**src/hdl/lpht_pkg.sv**
```systemverilog
package lpht_pkg;

    localparam int SLOTS      = 16;
    localparam int IW         = (SLOTS > 1) ? $clog2(SLOTS) : 1;
    localparam bit SLOTS_POW2 = ((SLOTS & (SLOTS - 1)) == 0);

    localparam int CMD_W      = 2;
    localparam int KEY_W      = 32;
    localparam int STATUS_W   = 3;
    localparam int SLOT_OUT_W = 4;
    localparam int KEY_IDX_W  = $clog2(KEY_W);
    localparam int MOD_CNT_W  = $clog2(KEY_W + 1);

    localparam logic [CMD_W-1:0] CMD_INSERT = 2'd0;
    localparam logic [CMD_W-1:0] CMD_SEARCH = 2'd1;
    localparam logic [CMD_W-1:0] CMD_DELETE = 2'd2;
    localparam logic [CMD_W-1:0] CMD_NONE   = 2'd3;

    localparam logic [1:0] ST_EMPTY   = 2'd0;
    localparam logic [1:0] ST_USED    = 2'd1;
    localparam logic [1:0] ST_DELETED = 2'd2;

    localparam logic [STATUS_W-1:0] RES_INSERTED  = 3'd0;
    localparam logic [STATUS_W-1:0] RES_FULL      = 3'd1;
    localparam logic [STATUS_W-1:0] RES_FOUND     = 3'd2;
    localparam logic [STATUS_W-1:0] RES_NOT_FOUND = 3'd3;
    localparam logic [STATUS_W-1:0] RES_DELETED   = 3'd4;

    typedef struct packed {
        logic [1:0]       st;
        logic [KEY_W-1:0] key;
    } t_slot;

    typedef struct packed {
        logic clear;
        logic load;
        logic hash_step;
        logic probe_init;
        logic fetch;
        logic probe;
        logic out_load;
    } t_dp_cmd;

    typedef struct packed {
        logic clr_last;
        logic nop;
        logic hash_done;
        logic finish;
        logic out_free;
    } t_dp_stat;

endpackage

```
**src/hdl/lpht_ctrl.sv**
```systemverilog
module lpht_ctrl import lpht_pkg::*; (
    input  logic     i_clk,
    input  logic     i_rst_n,
    input  logic     i_in_valid,
    output logic     o_in_ready,
    input  t_dp_stat i_stat,
    output t_dp_cmd  o_cmd
);

    localparam logic [2:0] S_CLEAR = 3'd0;
    localparam logic [2:0] S_IDLE  = 3'd1;
    localparam logic [2:0] S_HASH  = 3'd2;
    localparam logic [2:0] S_FETCH = 3'd3;
    localparam logic [2:0] S_PROBE = 3'd4;
    localparam logic [2:0] S_POST  = 3'd5;

    logic [2:0] r_state;
    logic [2:0] n_state;

    always_comb begin
        n_state    = r_state;
        o_cmd      = '0;
        o_in_ready = 1'b0;
        case (r_state)
            S_CLEAR: begin
                o_cmd.clear = 1'b1;
                if (i_stat.clr_last) begin
                    n_state = S_IDLE;
                end
            end
            S_IDLE: begin
                o_in_ready = 1'b1;
                if (i_in_valid) begin
                    o_cmd.load = 1'b1;
                    n_state    = i_stat.nop ? S_POST : S_HASH;
                end
            end
            S_HASH: begin
                if (i_stat.hash_done) begin
                    o_cmd.probe_init = 1'b1;
                    n_state          = S_FETCH;
                end else begin
                    o_cmd.hash_step = 1'b1;
                end
            end
            S_FETCH: begin
                o_cmd.fetch = 1'b1;
                n_state     = S_PROBE;
            end
            S_PROBE: begin
                o_cmd.probe = 1'b1;
                if (i_stat.finish) begin
                    n_state = S_POST;
                end
            end
            S_POST: begin
                // hold the result until the output register frees up
                if (i_stat.out_free) begin
                    o_cmd.out_load = 1'b1;
                    n_state        = S_IDLE;
                end
            end
            default: begin
                n_state = S_IDLE;
            end
        endcase
    end

    always_ff @(posedge i_clk) begin
        if (!i_rst_n) begin
            r_state <= S_CLEAR;
        end else begin
            r_state <= n_state;
        end
    end

    a_ready_only_idle: assert property (@(posedge i_clk) disable iff (!i_rst_n)
        o_in_ready |-> !(o_cmd.probe || o_cmd.clear || o_cmd.out_load))
        else $error("input taken while busy");

    a_clear_then_idle: assert property (@(posedge i_clk) disable iff (!i_rst_n)
        (r_state == S_CLEAR && i_stat.clr_last) |=> (r_state == S_IDLE))
        else $error("clear pass did not hand over to idle");

    a_finish_to_post: assert property (@(posedge i_clk) disable iff (!i_rst_n)
        (o_cmd.probe && i_stat.finish) |=> (r_state == S_POST))
        else $error("finished probe did not post its result");

endmodule

```
**config.mk**
```make
export PLATFORM = sky130hd
export DESIGN_NAME = lpht_ctrl
export DESIGN_NICKNAME = d
export VERILOG_FILES = /design/src/hdl/lpht_pkg.sv /design/src/hdl/lpht_ctrl.sv
export SDC_FILE = /design/constraint.sdc
export NUM_CORES = 1
export LEC_CHECK = 0
export ABC_AREA = 1
export BUFFER_PORTS_ARGS = -buffer_cell sky130_fd_sc_hd__buf_4
export CORE_AREA = 3 3 40 42
export CTS_BUF_LIST = sky130_fd_sc_hd__clkbuf_16
export DETAILED_ROUTE_END_ITERATION = 10
export DIE_AREA = 0 0 43 45
export GPL_ROUTABILITY_DRIVEN = 0
export GPL_TIMING_DRIVEN = 0
export PLACE_DENSITY = 0.59
export SLEW_MARGIN = 10
export SYNTH_ARGS = -nofsm -noshare
export SYNTH_HDL_FRONTEND = slang
export SYNTH_SLANG_ARGS = --single-unit
```
**constraint.sdc**
```tcl
create_clock -name i_clk -period 1.7 [get_ports i_clk]
set_clock_uncertainty 0.15 [all_clocks]
set_input_delay 0 -clock i_clk [delete_from_list [all_inputs] [get_ports i_clk]]
set_output_delay 0 -clock i_clk [all_outputs]
set_load 0.05 [all_outputs]
```
==> impl_metrics.prom <==
# TYPE chip_impl_metric gauge
chip_impl_metric{name="synthesis.area",unit="sq um"} 338
chip_impl_metric{name="detail_route.drc_violations",unit=""} 0
chip_impl_info{name="setup_repair_after_global_routing_missed_its_margin",value="no"} 1
chip_impl_metric{name="dieWidth",unit="microns"} 43
chip_impl_metric{name="power_switching",unit="W"} 0.000692
chip_impl_info{name="clock_tree.root_cell",value="clkbuf_16"} 1
chip_impl_metric{name="finalCriticalPeriod",unit="ns"} 1.32
chip_impl_info{name="min_path_type",value="in -> reg"} 1
chip_impl_metric{name="clk_pin_slew_worst_paths",unit="ns"} 0.03
chip_impl_metric{name="detailedRoute.firstIterationViolations",unit=""} 9
chip_impl_metric{name="min_period_over_period",unit="%"} 77.5
chip_impl_metric{name="power.total",unit="W"} 0.00142
chip_impl_metric{name="fmaxAchievable",unit="MHz"} 759
chip_impl_metric{name="largest_register_ffs",unit=""} 3
chip_impl_metric{name="via_count_of_the_routed_design",unit=""} 397
chip_impl_metric{name="met3RoutedLength",unit="microns"} 67
chip_impl_info{name="timing.critical_path.cells",value="buf_6, inv_2, nor4_2, buf_4"} 1
chip_impl_metric{name="ys_types",unit=""} 15
chip_impl_metric{name="power.share.combinational",unit="%"} 65.8
chip_impl_metric{name="chipHeight",unit="microns"} 45
chip_impl_metric{name="design.final.nets",unit=""} 90
chip_impl_metric{name="cts-root-to-sink-buffers",unit=""} 2
chip_impl_metric{name="total_of_flip_flops_plus_latches_after_synthesis",unit=""} 3
chip_impl_metric{name="grt_antenna_before_repair",unit=""} 0
chip_impl_metric{name="coreArea",unit="sq um"} 1280
chip_impl_metric{name="cp_max_fo",unit=""} 8
chip_impl_metric{name="numPortBuffers",unit=""} 15
chip_impl_metric{name="grt_max_degree",unit=""} 10
chip_impl_metric{name="power_per_cell_area",unit="nW/um^2"} 2500
chip_impl_metric{name="number_of_cell_rows",unit=""} 13
chip_impl_metric{name="cp_data_arrival_time",unit="ns"} 1.17
chip_impl_metric{name="drt-wirelength-per-cell",unit="microns"} 8.38
chip_impl_metric{name="antenna_diode_count",unit=""} 0
chip_impl_metric{name="ctsHtreeMaxLevel",unit=""} 1
chip_impl_metric{name="crit_required",unit="ns"} 1.55
chip_impl_metric{name="worstSkewPairLatency",unit="ns"} 0.22
chip_impl_info{name="critical_path.slowest_cell",value="dfxtp_1"} 1
chip_impl_metric{name="grt_overflow_total",unit=""} 0
chip_impl_metric{name="critPathMaxStageDelay",unit="ns"} 0.31
chip_impl_info{name="hp-start",value="i_stat[3]"} 1
chip_impl_metric{name="setup_viol_count_final",unit=""} 0
chip_impl_metric{name="initial_utilization",unit="%"} 26.3
chip_impl_metric{name="final_critical_path_setup_slack",unit="ns"} 0.382
chip_impl_metric{name="boundaryPins",unit=""} 16
chip_impl_info{name="r2r_start",value="r_state[0]$_SDFFE_PN0P_"} 1
chip_impl_info{name="reg2reg_to",value="r_state[0]$_SDFFE_PN0P_"} 1
chip_impl_info{name="worstSetupPathType",value="reg -> out"} 1
chip_impl_metric{name="tritoncts.num_buffers",unit=""} 3
chip_impl_metric{name="routed_wl",unit="microns"} 804
chip_impl_info{name="outcome",value="complete, no violations"} 1
chip_impl_metric{name="postRouteAntennaNets",unit=""} 0
chip_impl_metric{name="drt-vias-per-instance",unit=""} 4.14
chip_impl_metric{name="tritoncts_num_sinks",unit=""} 3
chip_impl_metric{name="total_count_of_max_transition_violations_in_the_final_report",unit=""} 0
chip_impl_metric{name="met2_routed_wirelength",unit="microns"} 351
chip_impl_info{name="largest_register",value="r_state"} 1
chip_impl_metric{name="sw_frac_of_total",unit="%"} 48.8
chip_impl_metric{name="area_growth_syn_to_layout",unit="%"} 67.8
chip_impl_metric{name="rrSetupSlack",unit="ns"} 0.42
chip_impl_metric{name="grtUsageTotal",unit="%"} 9.14
chip_impl_metric{name="synth_area_per_cell",unit="sq um"} 5.54
chip_impl_metric{name="first_pass_grt_wire_length",unit="mm"} 1.28
chip_impl_metric{name="drt-met1-wl",unit="microns"} 385
chip_impl_info{name="largestRegisters",value="r_state: 3 flops"} 1
chip_impl_metric{name="sequentialPowerShare",unit="%"} 8.5
chip_impl_metric{name="hold_viol",unit=""} 0
chip_impl_info{name="crit_path_start",value="r_state[1]$_SDFFE_PN0P_"} 1
chip_impl_metric{name="vdd.ir_drop.worst",unit="uV"} 642
chip_impl_metric{name="number_of_global_route_vias_before_repair",unit=""} 328
chip_impl_metric{name="synthesis.instances",unit=""} 61
chip_impl_metric{name="tightest_slew",unit="ns"} 0.206
chip_impl_info{name="highest_layer",value="met3"} 1
chip_impl_metric{name="fin_setup_tns",unit="ns"} 0
chip_impl_metric{name="worst_r2r_path_depth",unit=""} 8
chip_impl_metric{name="yosys_warnings",unit=""} 0
chip_impl_info{name="crit_end",value="o_cmd[3]"} 1
chip_impl_metric{name="cellInternalPower",unit="W"} 0.000725
chip_impl_info{name="worst_setup_path_start_kind",value="flip-flop"} 1
chip_impl_metric{name="drt_pre_antenna_iters",unit=""} 4
chip_impl_metric{name="clock_power_share",unit="%"} 25.7
chip_impl_metric{name="synth.yosys.seq_area_share",unit="%"} 17.8
chip_impl_metric{name="slew-limit-headroom",unit="%"} 86.2
chip_impl_metric{name="max_cap_viol_count",unit=""} 0
chip_impl_metric{name="detailedPlace.worstSlack",unit="ns"} 0.438
chip_impl_metric{name="floorplan.die_area",unit="sq um"} 1940
chip_impl_metric{name="detail_placement_hpwl",unit="microns"} 615
chip_impl_metric{name="post_route_cells_drive_above_1_share",unit="%"} 35.8
chip_impl_metric{name="cts_setup_buffers",unit=""} 0
chip_impl_info{name="end_kind",value="output pin"} 1
chip_impl_metric{name="leakage",unit="nW"} 0.341
chip_impl_info{name="cts_tree",value="yes"} 1
chip_impl_metric{name="postSynthNetCount",unit=""} 69
-- stage by stage --
| stage | hold slack, ns | area (sq um) | instances | util, % |
|---|---|---|---|---|
| after floorplan | -0.0293 | 347 | 61 | - |
| after global placement | 0.105 | 478 | 91 | 37.2 |
| after detailed placement | 0.0958 | 478 | 91 | 37.2 |
| after CTS | 0.109 | 567 | 96 | 44.1 |
| after global routing | 0.155 | 567 | 96 | 44.1 |
| final | 0.104 | 567 | 96 | 44.1 |
-- power by group through the flow --
stage	combinational [W]	clock, W	sequential [W]
2_1_floorplan	0.000738	0	0.000121
3_3_place_gp	0.000930	0	0.000121
3_5_place_dp	0.000933	0	0.000121
4_1_cts	0.000937	0.000369	0.000120
5_1_grt	0.00101	0.000382	0.000124
6_report	0.000933	0.000364	0.000120
-- worst min-delay path by stage --
stage	end	slack, ns	depth (start not counted)
final	r_state[1]$_SDFFE_PN0P_	0.10	6
after detailed placement	r_state[2]$_SDFFE_PN0P_	0.1	3
after CTS	r_state[1]$_SDFFE_PN0P_	0.11	6
after global routing	r_state[1]$_SDFFE_PN0P_	0.16	6
after global placement	r_state[2]$_SDFFE_PN0P_	0.11	3
after floorplan	r_state[0]$_SDFFE_PN0P_	-0.03	2
-- critical path, delay by kind of cell, from the launching register on --
family	cells	cell delay (ns)
buffers and inverters	3	0.43
flip-flops	1	0.31
AND/OR/NAND/NOR	1	0.20
-- layer usage --
layer / GRT usage (%) / vias up
met4: 7.23 / 0
met3: 2.39 / 0
met2: 13.5 / 12
met5: 0 / -
li1: - / 224
met1: 11.2 / 161
-- layout make-up --
cell class                      instances  area (sq um)
Buffer                                  3          33.8
Clock buffer                            3          75.1
Clock inverter                          1          3.75
Fill cell                             139           718
Inverter                               13          51.3
Multi-Input combinational cell         42           201
Sequential cell                         3          60.1
Tap cell                               15          18.8
Timing Repair Buffer                   16           123
-- cells in the mapped netlist --
cell type	instances	share of area, %
a21oi_1	1	1.5
buf_6	3	10
dfxtp_1	3	18
inv_1	10	11
inv_2	2	2.2
inv_4	1	1.9
nand2_1	9	10
nand2_2	2	3.7
nand3_1	8	12
nand3b_1	1	2.2
nand4_1	1	1.9
nor2_1	16	18
nor2_4	1	3.3
nor3_1	2	3.0
nor4_1	1	1.9
-- cells by family (layout without fill, tap and decap cells) --
logic type / count (synthesis) / count (layout) / synth area share [%]
DFF: 3 / 3 / 17.8
buffers and inverters: 16 / 36 / 25.2
AOI/OAI and AO/OA: 1 / 1 / 1.48
and+or+nand+nor: 41 / 41 / 55.6
-- cells in the final DEF (no fill, tap or decap) --
cell and n:
nor2_1 15, nand3b_1 1, nand2_2 2, nand3_1 8, nor4_2 1, nor2_2 1
buf_6 3, inv_2 2, dlygate4sd3_1 1, nor2_4 1, dfxtp_1 3, inv_1 11
inv_4 1, clkbuf_16 3, nand2_1 9, a21oi_1 1, nor3_1 2, buf_4 15
nand4_1 1
-- what timing repair did --
| action | 4_1_cts | 5_1_grt |
|---|---|---|
| hold buffers | 1 | 0 |
| endpoints found under the hold margin | 3 | 0 |
| resized for setup | 0 | 0 |
| endpoints found under the setup margin | 0 | 0 |
(Power assumes the default switching activity.)
