**src/hdl/lpht_pkg.sv**
```systemverilog
package lpht_pkg;

    localparam int SLOTS      = 16;
    localparam int IW         = (SLOTS > 1) ? $clog2(SLOTS) : 1;
    localparam bit SLOTS_POW2 = ((SLOTS & (SLOTS - 1)) == 0);

    localparam int CMD_W      = 2;
    localparam int KEY_W      = 32;
    localparam int STATUS_W   = 3;
    localparam int SLOT_OUT_W = 4;
    localparam int KEY_IDX_W  = $clog2(KEY_W);
    localparam int MOD_CNT_W  = $clog2(KEY_W + 1);

    localparam logic [CMD_W-1:0] CMD_INSERT = 2'd0;
    localparam logic [CMD_W-1:0] CMD_SEARCH = 2'd1;
    localparam logic [CMD_W-1:0] CMD_DELETE = 2'd2;
    localparam logic [CMD_W-1:0] CMD_NONE   = 2'd3;

    localparam logic [1:0] ST_EMPTY   = 2'd0;
    localparam logic [1:0] ST_USED    = 2'd1;
    localparam logic [1:0] ST_DELETED = 2'd2;

    localparam logic [STATUS_W-1:0] RES_INSERTED  = 3'd0;
    localparam logic [STATUS_W-1:0] RES_FULL      = 3'd1;
    localparam logic [STATUS_W-1:0] RES_FOUND     = 3'd2;
    localparam logic [STATUS_W-1:0] RES_NOT_FOUND = 3'd3;
    localparam logic [STATUS_W-1:0] RES_DELETED   = 3'd4;

    typedef struct packed {
        logic [1:0]       st;
        logic [KEY_W-1:0] key;
    } t_slot;

    typedef struct packed {
        logic clear;
        logic load;
        logic hash_step;
        logic probe_init;
        logic fetch;
        logic probe;
        logic out_load;
    } t_dp_cmd;

    typedef struct packed {
        logic clr_last;
        logic nop;
        logic hash_done;
        logic finish;
        logic out_free;
    } t_dp_stat;

endpackage

```
**src/hdl/lpht_dpath.sv**
```systemverilog
module lpht_dpath import lpht_pkg::*; (
    input  logic                  i_clk,
    input  logic                  i_rst_n,
    input  t_dp_cmd               i_cmd,
    output t_dp_stat              o_stat,
    input  logic [CMD_W-1:0]      i_in_command,
    input  logic [KEY_W-1:0]      i_in_key,
    output logic                  o_out_valid,
    input  logic                  i_out_ready,
    output logic [STATUS_W-1:0]   o_out_status,
    output logic [SLOT_OUT_W-1:0] o_out_slot_index
);

    logic [CMD_W-1:0]      r_cmd;
    logic [KEY_W-1:0]      r_key;
    logic [IW-1:0]         r_mod;
    logic [IW-1:0]         n_mod;
    logic [MOD_CNT_W-1:0]  r_mod_cnt;
    logic [KEY_IDX_W-1:0]  w_bit_idx;
    logic [IW:0]           w_mod_try;
    logic [IW-1:0]         w_home;

    logic [IW-1:0]         r_rd_pos;
    logic [IW-1:0]         r_ev_pos;
    logic [IW-1:0]         r_cnt;
    logic [IW-1:0]         r_clr;

    t_slot                 r_mem [SLOTS];
    t_slot                 r_rdata;
    logic                  w_we;
    logic [IW-1:0]         w_waddr;
    t_slot                 w_wdata;

    logic                  w_last;
    logic                  w_used;
    logic                  w_empty;
    logic                  w_match;
    logic                  w_finish;
    logic [STATUS_W-1:0]   w_res_status;
    logic [IW-1:0]         w_res_where;

    logic [STATUS_W-1:0]   r_res_status;
    logic [IW-1:0]         r_res_where;

    logic                  r_ov;
    logic [STATUS_W-1:0]   r_o_status;
    logic [SLOT_OUT_W-1:0] r_o_slot;
    logic                  w_out_free;

    // Restoring remainder, one key bit per step, most significant first
    assign w_bit_idx = KEY_IDX_W'(r_mod_cnt - 1'b1);
    assign w_mod_try = {r_mod, r_key[w_bit_idx]};
    assign n_mod     = (w_mod_try >= (IW+1)'(SLOTS)) ? IW'(w_mod_try - (IW+1)'(SLOTS))
                                                     : w_mod_try[IW-1:0];
    assign w_home    = SLOTS_POW2 ? r_key[IW-1:0] : r_mod;

    assign w_last  = (r_cnt == IW'(SLOTS - 1));
    assign w_used  = (r_rdata.st == ST_USED);
    assign w_empty = (r_rdata.st == ST_EMPTY);
    assign w_match = w_used && (r_rdata.key == r_key);

    always_comb begin
        w_finish     = 1'b0;
        w_res_status = RES_NOT_FOUND;
        w_res_where  = r_ev_pos;
        w_we         = 1'b0;
        w_waddr      = r_ev_pos;
        w_wdata      = '{st: ST_USED, key: r_key};
        if (i_cmd.clear) begin
            w_we    = 1'b1;
            w_waddr = r_clr;
            w_wdata = '{st: ST_EMPTY, key: '0};
        end else if (i_cmd.probe) begin
            case (r_cmd)
                CMD_INSERT: begin
                    if (!w_used) begin
                        w_finish     = 1'b1;
                        w_res_status = RES_INSERTED;
                        w_we         = 1'b1;
                    end else if (w_last) begin
                        w_finish     = 1'b1;
                        w_res_status = RES_FULL;
                        w_res_where  = '0;
                    end
                end
                CMD_SEARCH, CMD_DELETE: begin
                    if (w_match) begin
                        w_finish = 1'b1;
                        if (r_cmd == CMD_DELETE) begin
                            w_res_status = RES_DELETED;
                            w_we         = 1'b1;
                            w_wdata      = '{st: ST_DELETED, key: r_rdata.key};
                        end else begin
                            w_res_status = RES_FOUND;
                        end
                    end else if (w_empty || w_last) begin
                        w_finish    = 1'b1;
                        w_res_where = '0;
                    end
                end
                default: begin
                    w_finish    = 1'b1;
                    w_res_where = '0;
                end
            endcase
        end
    end

    always_ff @(posedge i_clk) begin
        if (w_we) begin
            r_mem[w_waddr] <= w_wdata;
        end
        r_rdata <= r_mem[r_rd_pos];
    end

    always_ff @(posedge i_clk) begin
        if (!i_rst_n) begin
            r_mod_cnt <= '0;
            r_clr     <= '0;
            r_rd_pos  <= '0;
            r_ev_pos  <= '0;
            r_cnt     <= '0;
            r_ov      <= 1'b0;
        end else begin
            if (i_cmd.clear) begin
                r_clr <= r_clr + 1'b1;
            end
            if (i_cmd.load) begin
                r_mod_cnt <= MOD_CNT_W'(KEY_W);
            end else if (i_cmd.hash_step && r_mod_cnt != '0) begin
                r_mod_cnt <= r_mod_cnt - 1'b1;
            end
            if (i_cmd.probe_init) begin
                r_rd_pos <= w_home;
                r_ev_pos <= w_home;
                r_cnt    <= '0;
            end else begin
                if (i_cmd.fetch || i_cmd.probe) begin
                    r_rd_pos <= (r_rd_pos == IW'(SLOTS - 1)) ? '0 : r_rd_pos + 1'b1;
                end
                if (i_cmd.probe) begin
                    r_ev_pos <= (r_ev_pos == IW'(SLOTS - 1)) ? '0 : r_ev_pos + 1'b1;
                    r_cnt    <= r_cnt + 1'b1;
                end
            end
            if (i_cmd.out_load) begin
                r_ov <= 1'b1;
            end else if (i_out_ready) begin
                r_ov <= 1'b0;
            end
        end
    end

    always_ff @(posedge i_clk) begin
        if (i_cmd.load) begin
            r_cmd <= i_in_command;
            r_key <= i_in_key;
            r_mod <= '0;
            if (i_in_command == CMD_NONE) begin
                r_res_status <= RES_NOT_FOUND;
                r_res_where  <= '0;
            end
        end else if (i_cmd.hash_step && r_mod_cnt != '0) begin
            r_mod <= n_mod;
        end
        if (w_finish) begin
            r_res_status <= w_res_status;
            r_res_where  <= w_res_where;
        end
        if (i_cmd.out_load) begin
            r_o_status <= r_res_status;
            r_o_slot   <= SLOT_OUT_W'(r_res_where);
        end
    end

    assign w_out_free = !r_ov || i_out_ready;

    assign o_stat.clr_last  = (r_clr == IW'(SLOTS - 1));
    assign o_stat.nop       = (i_in_command == CMD_NONE);
    assign o_stat.hash_done = SLOTS_POW2 ? 1'b1 : (r_mod_cnt == '0);
    assign o_stat.finish    = w_finish;
    assign o_stat.out_free  = w_out_free;

    assign o_out_valid      = r_ov;
    assign o_out_status     = r_o_status;
    assign o_out_slot_index = r_o_slot;

    a_last_probe_ends: assert property (@(posedge i_clk) disable iff (!i_rst_n)
        (i_cmd.probe && w_last) |-> w_finish)
        else $error("probe run went past the slot count");

    a_write_on_finish: assert property (@(posedge i_clk) disable iff (!i_rst_n)
        (w_we && !i_cmd.clear) |-> (i_cmd.probe && w_finish))
        else $error("slot write outside a finishing probe");

    a_out_no_overwrite: assert property (@(posedge i_clk) disable iff (!i_rst_n)
        i_cmd.out_load |-> w_out_free)
        else $error("result loaded over an untaken result");

    a_out_loaded: assert property (@(posedge i_clk) disable iff (!i_rst_n)
        i_cmd.out_load |=> r_ov)
        else $error("loaded result not presented");

endmodule

```
**config.mk**
```make
export PLATFORM = sky130hd
export DESIGN_NAME = lpht_dpath
export DESIGN_NICKNAME = d
export VERILOG_FILES = /design/src/hdl/lpht_pkg.sv /design/src/hdl/lpht_dpath.sv
export SDC_FILE = /design/constraint.sdc
export NUM_CORES = 1
export LEC_CHECK = 0
export BUFFER_PORTS_ARGS = -buffer_cell sky130_fd_sc_hd__buf_2
export CORE_ASPECT_RATIO = 1.4
export CORE_UTILIZATION = 53
export DETAILED_ROUTE_END_ITERATION = 8
export PLACE_DENSITY = 0.69
export SYNTH_ARGS = -nofsm -noshare
export SYNTH_HDL_FRONTEND = slang
export SYNTH_SLANG_ARGS = --single-unit
```
**constraint.sdc**
```tcl
create_clock -name i_clk -period 4.47 [get_ports i_clk]
set_clock_uncertainty 0.15 [all_clocks]
set_input_delay 0 -clock i_clk [delete_from_list [all_inputs] [get_ports i_clk]]
set_output_delay 0 -clock i_clk [all_outputs]
set_load 0.02 [all_outputs]
```
==> results of run 1 <==
logic make-up (layout without fill, tap and decap cells):
kind of cell               after synthesis  count (layout)  share of synthesized area, %
xor gates and xnor gates                40              40                          1.42
and+or+nand+nor                        142             142                          3.11
AOI/OAI and AO/OA                       62              62                          1.59
muxes                                  173             173                          15.7
DFF                                    643             643                          76.3
other                                    1               1                        0.0152
buffers and inverters                   69             276                          1.46
adders and majority gates                8               8                         0.406
worst paths after layout:
check | cells past startpoint | from | to | slack (ns)
worst max-delay path | 7 | r_key[9] | r_mem[8][18] | 1.10
worst max register to register | 7 | r_key[9] | r_mem[8][18] | 1.10
worst min-delay path | 2 | i_in_key[0] | r_key[0] | -0.002
worst min register to register | 0 | r_res_where[2] | o_out_slot_index[2] | 0.27
per-stage QoR:
step | hold slack [ns] | area, µm² | setup slack [ns] | std cells
CTS | 0.000273 | 28600 | 1.04 | 1962
global route | 0.00591 | 28600 | 0.881 | 1962
global placement | 0.0271 | 25900 | 1.15 | 1784
detailed placement | 0.0281 | 25900 | 1.10 | 1784
finish | -0.00162 | 28600 | 1.10 | 1962
floorplan | -0.0511 | 24600 | 0.649 | 1138
synthesized netlist by cell type (8+ instances only):
library cell  number
clkbuf_1          28
buf_1              8
inv_1             12
buf_6             11
xnor2_1           38
edfxtp_1         592
ha_1               8
nand4_1           17
nand3_1           15
dfxtp_1           51
nand2_1           37
mux4_2           170
o21ai_0           10
a21oi_1           22
nor2_1            10
nor2b_1           37
flip-flops by register name, summed over array words and instances (netlist names), 4 cells and up:
register and cells:
r_mem 544, r_rdata 34, r_key 32, o_out_slot_index 4
r_clr 4, r_cnt 4, r_ev_pos 4, r_rd_pos 4
r_res_where 4
worst register-to-register path, cell delays in order, from the launching register on:
cell and delay (ns):
edfxtp_1 0.40, xnor2_1 0.40, nand4_1 0.18, nor3_1 0.46
nand4_1 0.18, buf_4 0.31, a21oi_4 0.61, buf_12 0.34
layout make-up:
cell class | instances | area [µm²]
multi-input combinational | 426 | 5670
sequential | 643 | 18800
tap | 617 | 772
inverter | 13 | 48.8
clock inverter | 30 | 372
timing repair buffer | 156 | 1350
clock buffer | 77 | 1580
fill | 3093 | 17400
where the power goes:
part	internal, mW	switching (mW)
combinational	0.477	0.536
clock	2.95	2.10
sequential	6.77	0.128
layer usage:
| layer | GRT usage (%) | vias up | part of all wire, % |
|---|---|---|---|
| li1 | - | 5015 | - |
| met1 | 31.8 | 6200 | 39 |
| met2 | 39.4 | 436 | 52 |
| met3 | 2.70 | 89 | 5.7 |
| met4 | 6.83 | 0 | 2.5 |
| met5 | 0 | - | 0 |
==> metrics.cfg, run 1 <==
[routing]
drc_errors = 0
wl_per_cell_um = 26.9
drtIter0Drc = 1195
first_pass_iters = 5
vias_per_cell = 5.98
ant_nets = 0
vias = 11700
drt_wl_total_um = 52800

[logic_synthesis]
syn_inst = 1138
avgSynthCellArea_um2 = 21.6
ys_async_sr_fraction_pct = 0
synth_cell_types = 45
synth_edf_count = 592
ys_seq_area_share_pct = 76.3
synth_area_leaders = edfxtp_1 72%, mux4_2 16%, dfxtp_1 4.1%
synth.cell_area_um2 = 24600
ys_ff_latch = 643
yosysTopAreaCell = edfxtp_1
synth_fp_nets = 1190
synth-main-ff-cell = edfxtp_1
yosysWarnings = 0
synth.top_cell.area_share_pct = 72.2

[cells_and_area]
final_core_util_pct = 62.2
drive_above_1_share_pct = 27.4
fin_nets = 1349
layout_common_cells = 592 x edfxtp_1, 170 x mux4_2, 71 x dlygate4sd3_1
syn_to_final_growth_pct = 16.1
layout_commonest_cell = edfxtp_1
antennaDiodeCount = 0

[clocking]
clock_latency_ns = 0.60
cts.repair.resized = 0
cts_max_level = 2
cts_root_buffer = clkbuf_16
cts_made_buffers = 57
cts_tree = yes
cts_setup_buffers = 0
clock_sinks = 643
clock_path_buffers = 3
clkTransAtPathRegs_ns = 0.07
ctsHoldBuffers = 71

[placed_design]
dp_hpwl_um = 28600
gp_congestion = 0.794
port_buffers = 54

[power]
p_per_area_nw_per_um2 = 453
power_mw = 13.0
leakage_nw = 9.10
vdd_drop_max_v = 0.000355

[timing]
setup_viol_count_final = 0
max_freq_ghz = 0.296
finalCritPeriodShare_pct = 75.5
drv_slew = 0
hold_viol_final = 1
finalCriticalPeriod_ns = 3.37
maxSlewHeadroom_pct = 14.4
rsz0062_at_grt = no
setup_tns_ns = 0
whs_ns = -0.00162
worst_slew_pin_slew_ns = 1.28

[floorplanning]
die_x_um = 184
rows = 93
core_um2 = 46000
start_util_pct = 53.6
die_y_um = 257
die_area_um2 = 47300
ios = 57

[critical_path]
slowest_delay_ns = 0.60
crit_slowest_cell = a21oi_4
critPathBufInv = 2
path_cells = xnor2_1, nand4_1, nor3_1, nand4_1, buf_4, a21oi_4, buf_12
required_ns = 4.59
crit_fanout = 24
path_delay_family = simple AND/OR/NAND/NOR gates
start_kind = register
crit_top_cell = nand4_1
crit_type = register to register
crit_path_end_kind = register
arrival_ns = 3.50

[grt]
gr-total-overflow = 0
grt_pass1_vias = 12100
track_usage_pct = 23.2
grt_pass1_wl_um = 78500
grt_max_degree = 58
antenna_found_initial = 0

[run_status]
outcome = finished with violations
failed_checks = hold timing

[flow_run]
cap_violations = 0

[worst_hold_path]
hp-class = primary input to register

No activity file was read; power rests on OpenSTA's default activity.
==> run 2: changes to the inputs <==
- clock period: 4.47 -> 3.5 ns (I/O delays scaled with it)
==> run 2 against run 1 <==
Against the previous run:
- the flow now finishes without violations
- register-to-register slack worse by 0.64 ns
- first-iteration DRC count down 14%
- die area unchanged
- critical path depth unchanged
==> metrics.cfg, run 2 (synthesis gave the netlist of run 1 again) <==
[run_status]
outcome = finished clean

[clocking]
clock_sinks = 643
clkTransAtPathRegs_ns = 0.06
clock_latency_ns = 0.59
cts_root_buffer = clkbuf_16
cts_tree = yes
cts.repair.resized = 0
cts_made_buffers = 57
clock_path_buffers = 3
cts_max_level = 2

[critical_path]
arrival_ns = 3.13
slowest_delay_ns = 0.50
path_cells = xnor2_1, nand4_1, nor4_2, nand4_1, buf_4, a21oi_4, buf_4
crit_path_end_kind = register
crit_type = register to register
required_ns = 3.59
crit_fanout = 17
crit_slowest_cell = xnor2_1
start_kind = register

[placed_design]
dp_hpwl_um = 29600
dp_cells = 1803
gp_congestion = 0.787
placed_area_um2 = 26200
port_buffers = 54

[cells_and_area]
top_regs = r_mem (544), r_rdata (34), r_key (32)
n_fill_cell = 3053
drive_above_1_share_pct = 27.9
largest_register = r_mem
layout_common_cells = 592 x edfxtp_1, 170 x mux4_2, 72 x dlygate4sd3_1
largest_reg_flops = 544
syn_to_final_growth_pct = 16.8
regArea_um2 = 18800
design_area_um2 = 28800
fin_nets = 1369
final_core_util_pct = 62.6
multi_input_area_um2 = 5670
antennaDiodeCount = 0
stdcell_count = 1981
layout_commonest_cell = edfxtp_1

[floorplanning]
die_x_um = 184
core_um2 = 46000
die_y_um = 257
rows = 93
ios = 57
start_util_pct = 53.6
die_area_um2 = 47300

[routing]
ant_nets = 0
drtIter0Drc = 1022
wl_per_cell_um = 26.7
drt_wl_total_um = 52800
drc_errors = 0
first_pass_iters = 6
vias_per_cell = 6.00
vias = 11900

[grt]
gr-total-overflow = 0
track_usage_pct = 23.1
grt_pass1_vias = 12300
grt_pass1_wl_um = 78000
antenna_found_initial = 0
grt_max_degree = 74

[timing]
max_freq_ghz = 0.329
worst_slew_pin_slew_ns = 1.17
finalCriticalPeriod_ns = 3.04
drv_slew = 0
setup_viol_count_final = 0
rsz0062_at_grt = no
hold_viol_final = 0
maxSlewHeadroom_pct = 21.7
finalCritPeriodShare_pct = 86.9

[power]
leakage_nw = 9.17
vdd_drop_max_v = 0.000421
p_per_area_nw_per_um2 = 567

[flow_run]
cap_violations = 0

[worst_hold_path]
hp-class = primary input to register

==> run 2: cell count changes in the layout (fill, tap and decap cells not counted), moves of 2 or more <==
cell and delta:
clkbuf_8 -2, clkbuf_1 +7, clkinv_2 -5, clkbuf_16 +2
bufinv_16 -4, buf_12 +10, buf_4 +9, clkinvlp_4 +2
clkinv_8 -2
==> run 2: layer usage <==
metal | wire (µm) | track usage [%] | vias to the layer above | part of all wire [%]
li1 | - | - | 5056 | -
met5 | 0 | 0 | - | 0
met2 | 27700 | 40.1 | 441 | 52
met3 | 3210 | 3.58 | 84 | 6.1
met1 | 20700 | 30.1 | 6313 | 39
met4 | 1160 | 6.62 | 0 | 2.2
==> run 2: critical path, delay by kind of cell, from the launching register on <==
family | cells | cell delay [ns]
buffers and inverters | 2 | 0.69
flip-flops | 1 | 0.41
AND/OR/NAND/NOR | 3 | 0.70
XOR/XNOR | 1 | 0.50
AO/OA/AOI/OAI | 1 | 0.22
==> run 2: layout make-up <==
class                           count  share of cell area (%)
Inverter                           13                   0.170
Clock inverter                     22                   0.774
Sequential cell                   643                    65.4
Tap cell                          617                    2.68
Timing Repair Buffer              176                    5.66
Multi-Input combinational cell    426                    19.7
Clock buffer                       84                    5.67
==> run 2: power by group <==
| group | switching (mW) | internal [mW] |
|---|---|---|
| Sequential | 0.142 | 8.64 |
| Clock | 2.65 | 3.52 |
| Combinational | 0.717 | 0.637 |
==> run 2: path summary, 6_finish.rpt <==
check	start	end	slack, ns	depth (start not counted)
setup reg to reg	r_key[13]	r_mem[12][17]	0.46	7
hold / removal	i_in_key[9]	r_key[9]	0.02	2
setup / recovery	r_key[13]	r_mem[12][17]	0.46	7
hold reg to reg	r_res_status[0]	o_out_status[0]	0.27	0
==> run 2: per-stage QoR <==
step | total power, mW | hold slack [ns] | worst slack [ns] | TNS (ns)
floorplan | 9.78 | -0.0511 | -0.321 | -132.66
detailed placement | 10.2 | 0.0281 | 0.447 | 0
global placement | 10.2 | 0.0278 | 0.462 | 0
global route | 16.8 | 0.00159 | 0.342 | 0
CTS | 16.4 | 0.00118 | 0.435 | 0
finish | 16.3 | 0.0194 | 0.459 | 0
==> run 2: timing repair <==
item,in CTS,in global routing
endpoints found under the hold margin,73,0
setup buffers,0,0
hold buffers,72,0
==> run 3: changes to the inputs <==
- REMOVE_ABC_BUFFERS: default -> 1
==> run 3 against run 2 <==
Against the previous run:
- combinational power hardly changed
- core utilization is 0.17 points higher
- global-route usage is 0.49 points higher
- clock power is 3% higher
- maximum frequency is 1.2% higher
- register-to-register slack better by 0.04 ns
- largest cell class unchanged
- sequential power hardly changed
- sequential cell count stayed put
- die area stayed put
- final area is 0.27% higher
- via count hardly changed
==> metrics.cfg, run 3 (synthesis gave the netlist of run 1 again) <==
[run_status]
outcome = finished clean

[placed_design]
placed_area_um2 = 26200
port_buffers = 54
gp_congestion = 0.799
dp_hpwl_um = 28900
dp_cells = 1800

[cells_and_area]
n_fill_cell = 3114
design_area_um2 = 28900
final_core_util_pct = 62.8
layout_commonest_cell = edfxtp_1
fin_nets = 1368
regArea_um2 = 18800
top_regs = r_mem (544), r_rdata (34), r_key (32)
multi_input_area_um2 = 5670
largest_register = r_mem
drive_above_1_share_pct = 28.0
stdcell_count = 1978
layout_common_cells = 592 x edfxtp_1, 170 x mux4_2, 75 x dlygate4sd3_1
largest_reg_flops = 544
antennaDiodeCount = 0
syn_to_final_growth_pct = 17.2

[routing]
drtIter0Drc = 1026
vias = 11900
wl_met1_um = 21100
dr_wl_met2_um = 28300
highest_layer = met4
drc_errors = 0
ant_nets = 0
route.met3.wl_um = 3240
wl_per_cell_um = 27.2
first_pass_iters = 7
vias_per_cell = 6.01
drt_wl_total_um = 53900

[critical_path]
endpoint = r_mem[12][33]
r2r-start = r_key[18]
start_kind = register
path_delay_family = simple AND/OR/NAND/NOR gates
reg2regPathDepth = 7
slowest_delay_ns = 0.48
crit_type = register to register
r2r_slack_ns = 0.50
path_depth = 7
startpoint = r_key[18]
crit_fanout = 34
crit_top_cell = nand4_1
path_cells = xnor2_1, nand4_1, nor3_1, nand4_1, buf_4, a21oi_4, buf_12
required_ns = 3.59
crit_path_end_kind = register
crit_slowest_cell = nor3_1
r2r-end = r_mem[12][33]
arrival_ns = 3.10
critPathBufInv = 2

[power]
power.switching_mw = 3.52
power.internal_mw = 13.0
leakage_nw = 9.19
pwr-share-clk_pct = 38.5
p_comb_share_pct = 8.3
p_per_area_nw_per_um2 = 572
p_sw_share_pct = 21.4
vdd_drop_max_v = 0.000415
pwr-share-seq_pct = 53.2

[floorplanning]
core_um2 = 46000
ios = 57
die_x_um = 184
start_util_pct = 53.6
rows = 93
die_y_um = 257
die_area_um2 = 47300

[timing]
maxSlewHeadroom_pct = 22.7
max_freq_ghz = 0.333
finalCritPeriodShare_pct = 85.8
hold_viol_final = 0
rsz0062_at_grt = no
whs_ns = 0.0191
setup_viol_count_final = 0
worst_slew_pin_slew_ns = 1.15
finalCriticalPeriod_ns = 3.00
drv_slew = 0

[grt]
gr-total-overflow = 0
antenna_found_initial = 0
grt_pass1_vias = 12500
grt_pass1_wl_um = 79700
track_usage_pct = 23.5
grt_max_degree = 95

[flow_run]
cap_violations = 0

[clocking]
clock_path_buffers = 3
clkTransAtPathRegs_ns = 0.07
cts_tree = yes
cts_made_buffers = 56
clock_latency_ns = 0.60
clock_sinks = 643
cts_max_level = 2
cts_root_buffer = clkbuf_16

[worst_hold_path]
hp-class = primary input to register

## run 3: cell count changes in the layout (fill, tap and decap cells not counted), sizes merged
cell         previous run  this run
clkbuf                 84        73
bufinv                  4         8
buf                   104       101
dlygate4sd3            72        75
clkinv                 13        15
clkinvlp                3         5
## run 3: worst min-delay path by stage
stage	startpoint	end	slack, ns	cells after the start
after floorplan	i_in_command[0]	r_cmd[0]	-0.05	0
after global placement	i_in_key[25]	r_key[25]	0.03	1
after detailed placement	i_in_key[24]	r_key[24]	0.03	1
after CTS	i_in_key[11]	r_key[11]	0.002	2
after global routing	i_in_key[2]	r_key[2]	0.01	2
final	i_in_key[11]	r_key[11]	0.02	2
## run 3: final cells by class
class,instances,share of cell area (%)
sequential,643,65.2
multi-input combinational,426,19.6
timing repair buffer,176,5.76
clock buffer,73,5.32
tap,617,2.68
clock inverter,30,1.26
inverter,13,0.169
## run 3: layer usage
metal,vias up,global-route usage [%]
met4,0,6.64
met2,456,40.6
met1,6318,31.7
met3,78,2.83
met5,-,0
li1,5040,-
## run 3: worst register-to-register path: stages, from the launching register on
cell	delay (ns)
edfxtp_1	0.41
xnor2_1	0.37
nand4_1	0.18
nor3_1	0.48
nand4_1	0.16
buf_4	0.31
a21oi_4	0.23
buf_12	0.28
## run 3: timing repair
item                                   4_1_cts  5_1_grt
buffers inserted                             0        0
hold buffers                                75        0
resized for setup                            0        0
endpoints found under the hold margin       74        0
## run 3: power groups by stage
stage / clock network (mW) / registers, mW / logic (mW)
floorplan: 0 / 8.99 / 0.851
global placement: 0 / 8.93 / 1.30
detailed placement: 0 / 8.94 / 1.32
CTS: 6.44 / 8.78 / 1.39
global route: 6.69 / 8.79 / 1.46
finish: 6.35 / 8.78 / 1.37
## run 3: stage by stage
step	total power [mW]	setup WS (ns)	setup TNS (ns)
floorplan	9.84	-3.61	-334.62
global placement	10.2	0.516	0
detailed placement	10.3	0.493	0
CTS	16.6	0.479	0
global route	16.9	0.340	0
finish	16.5	0.495	0
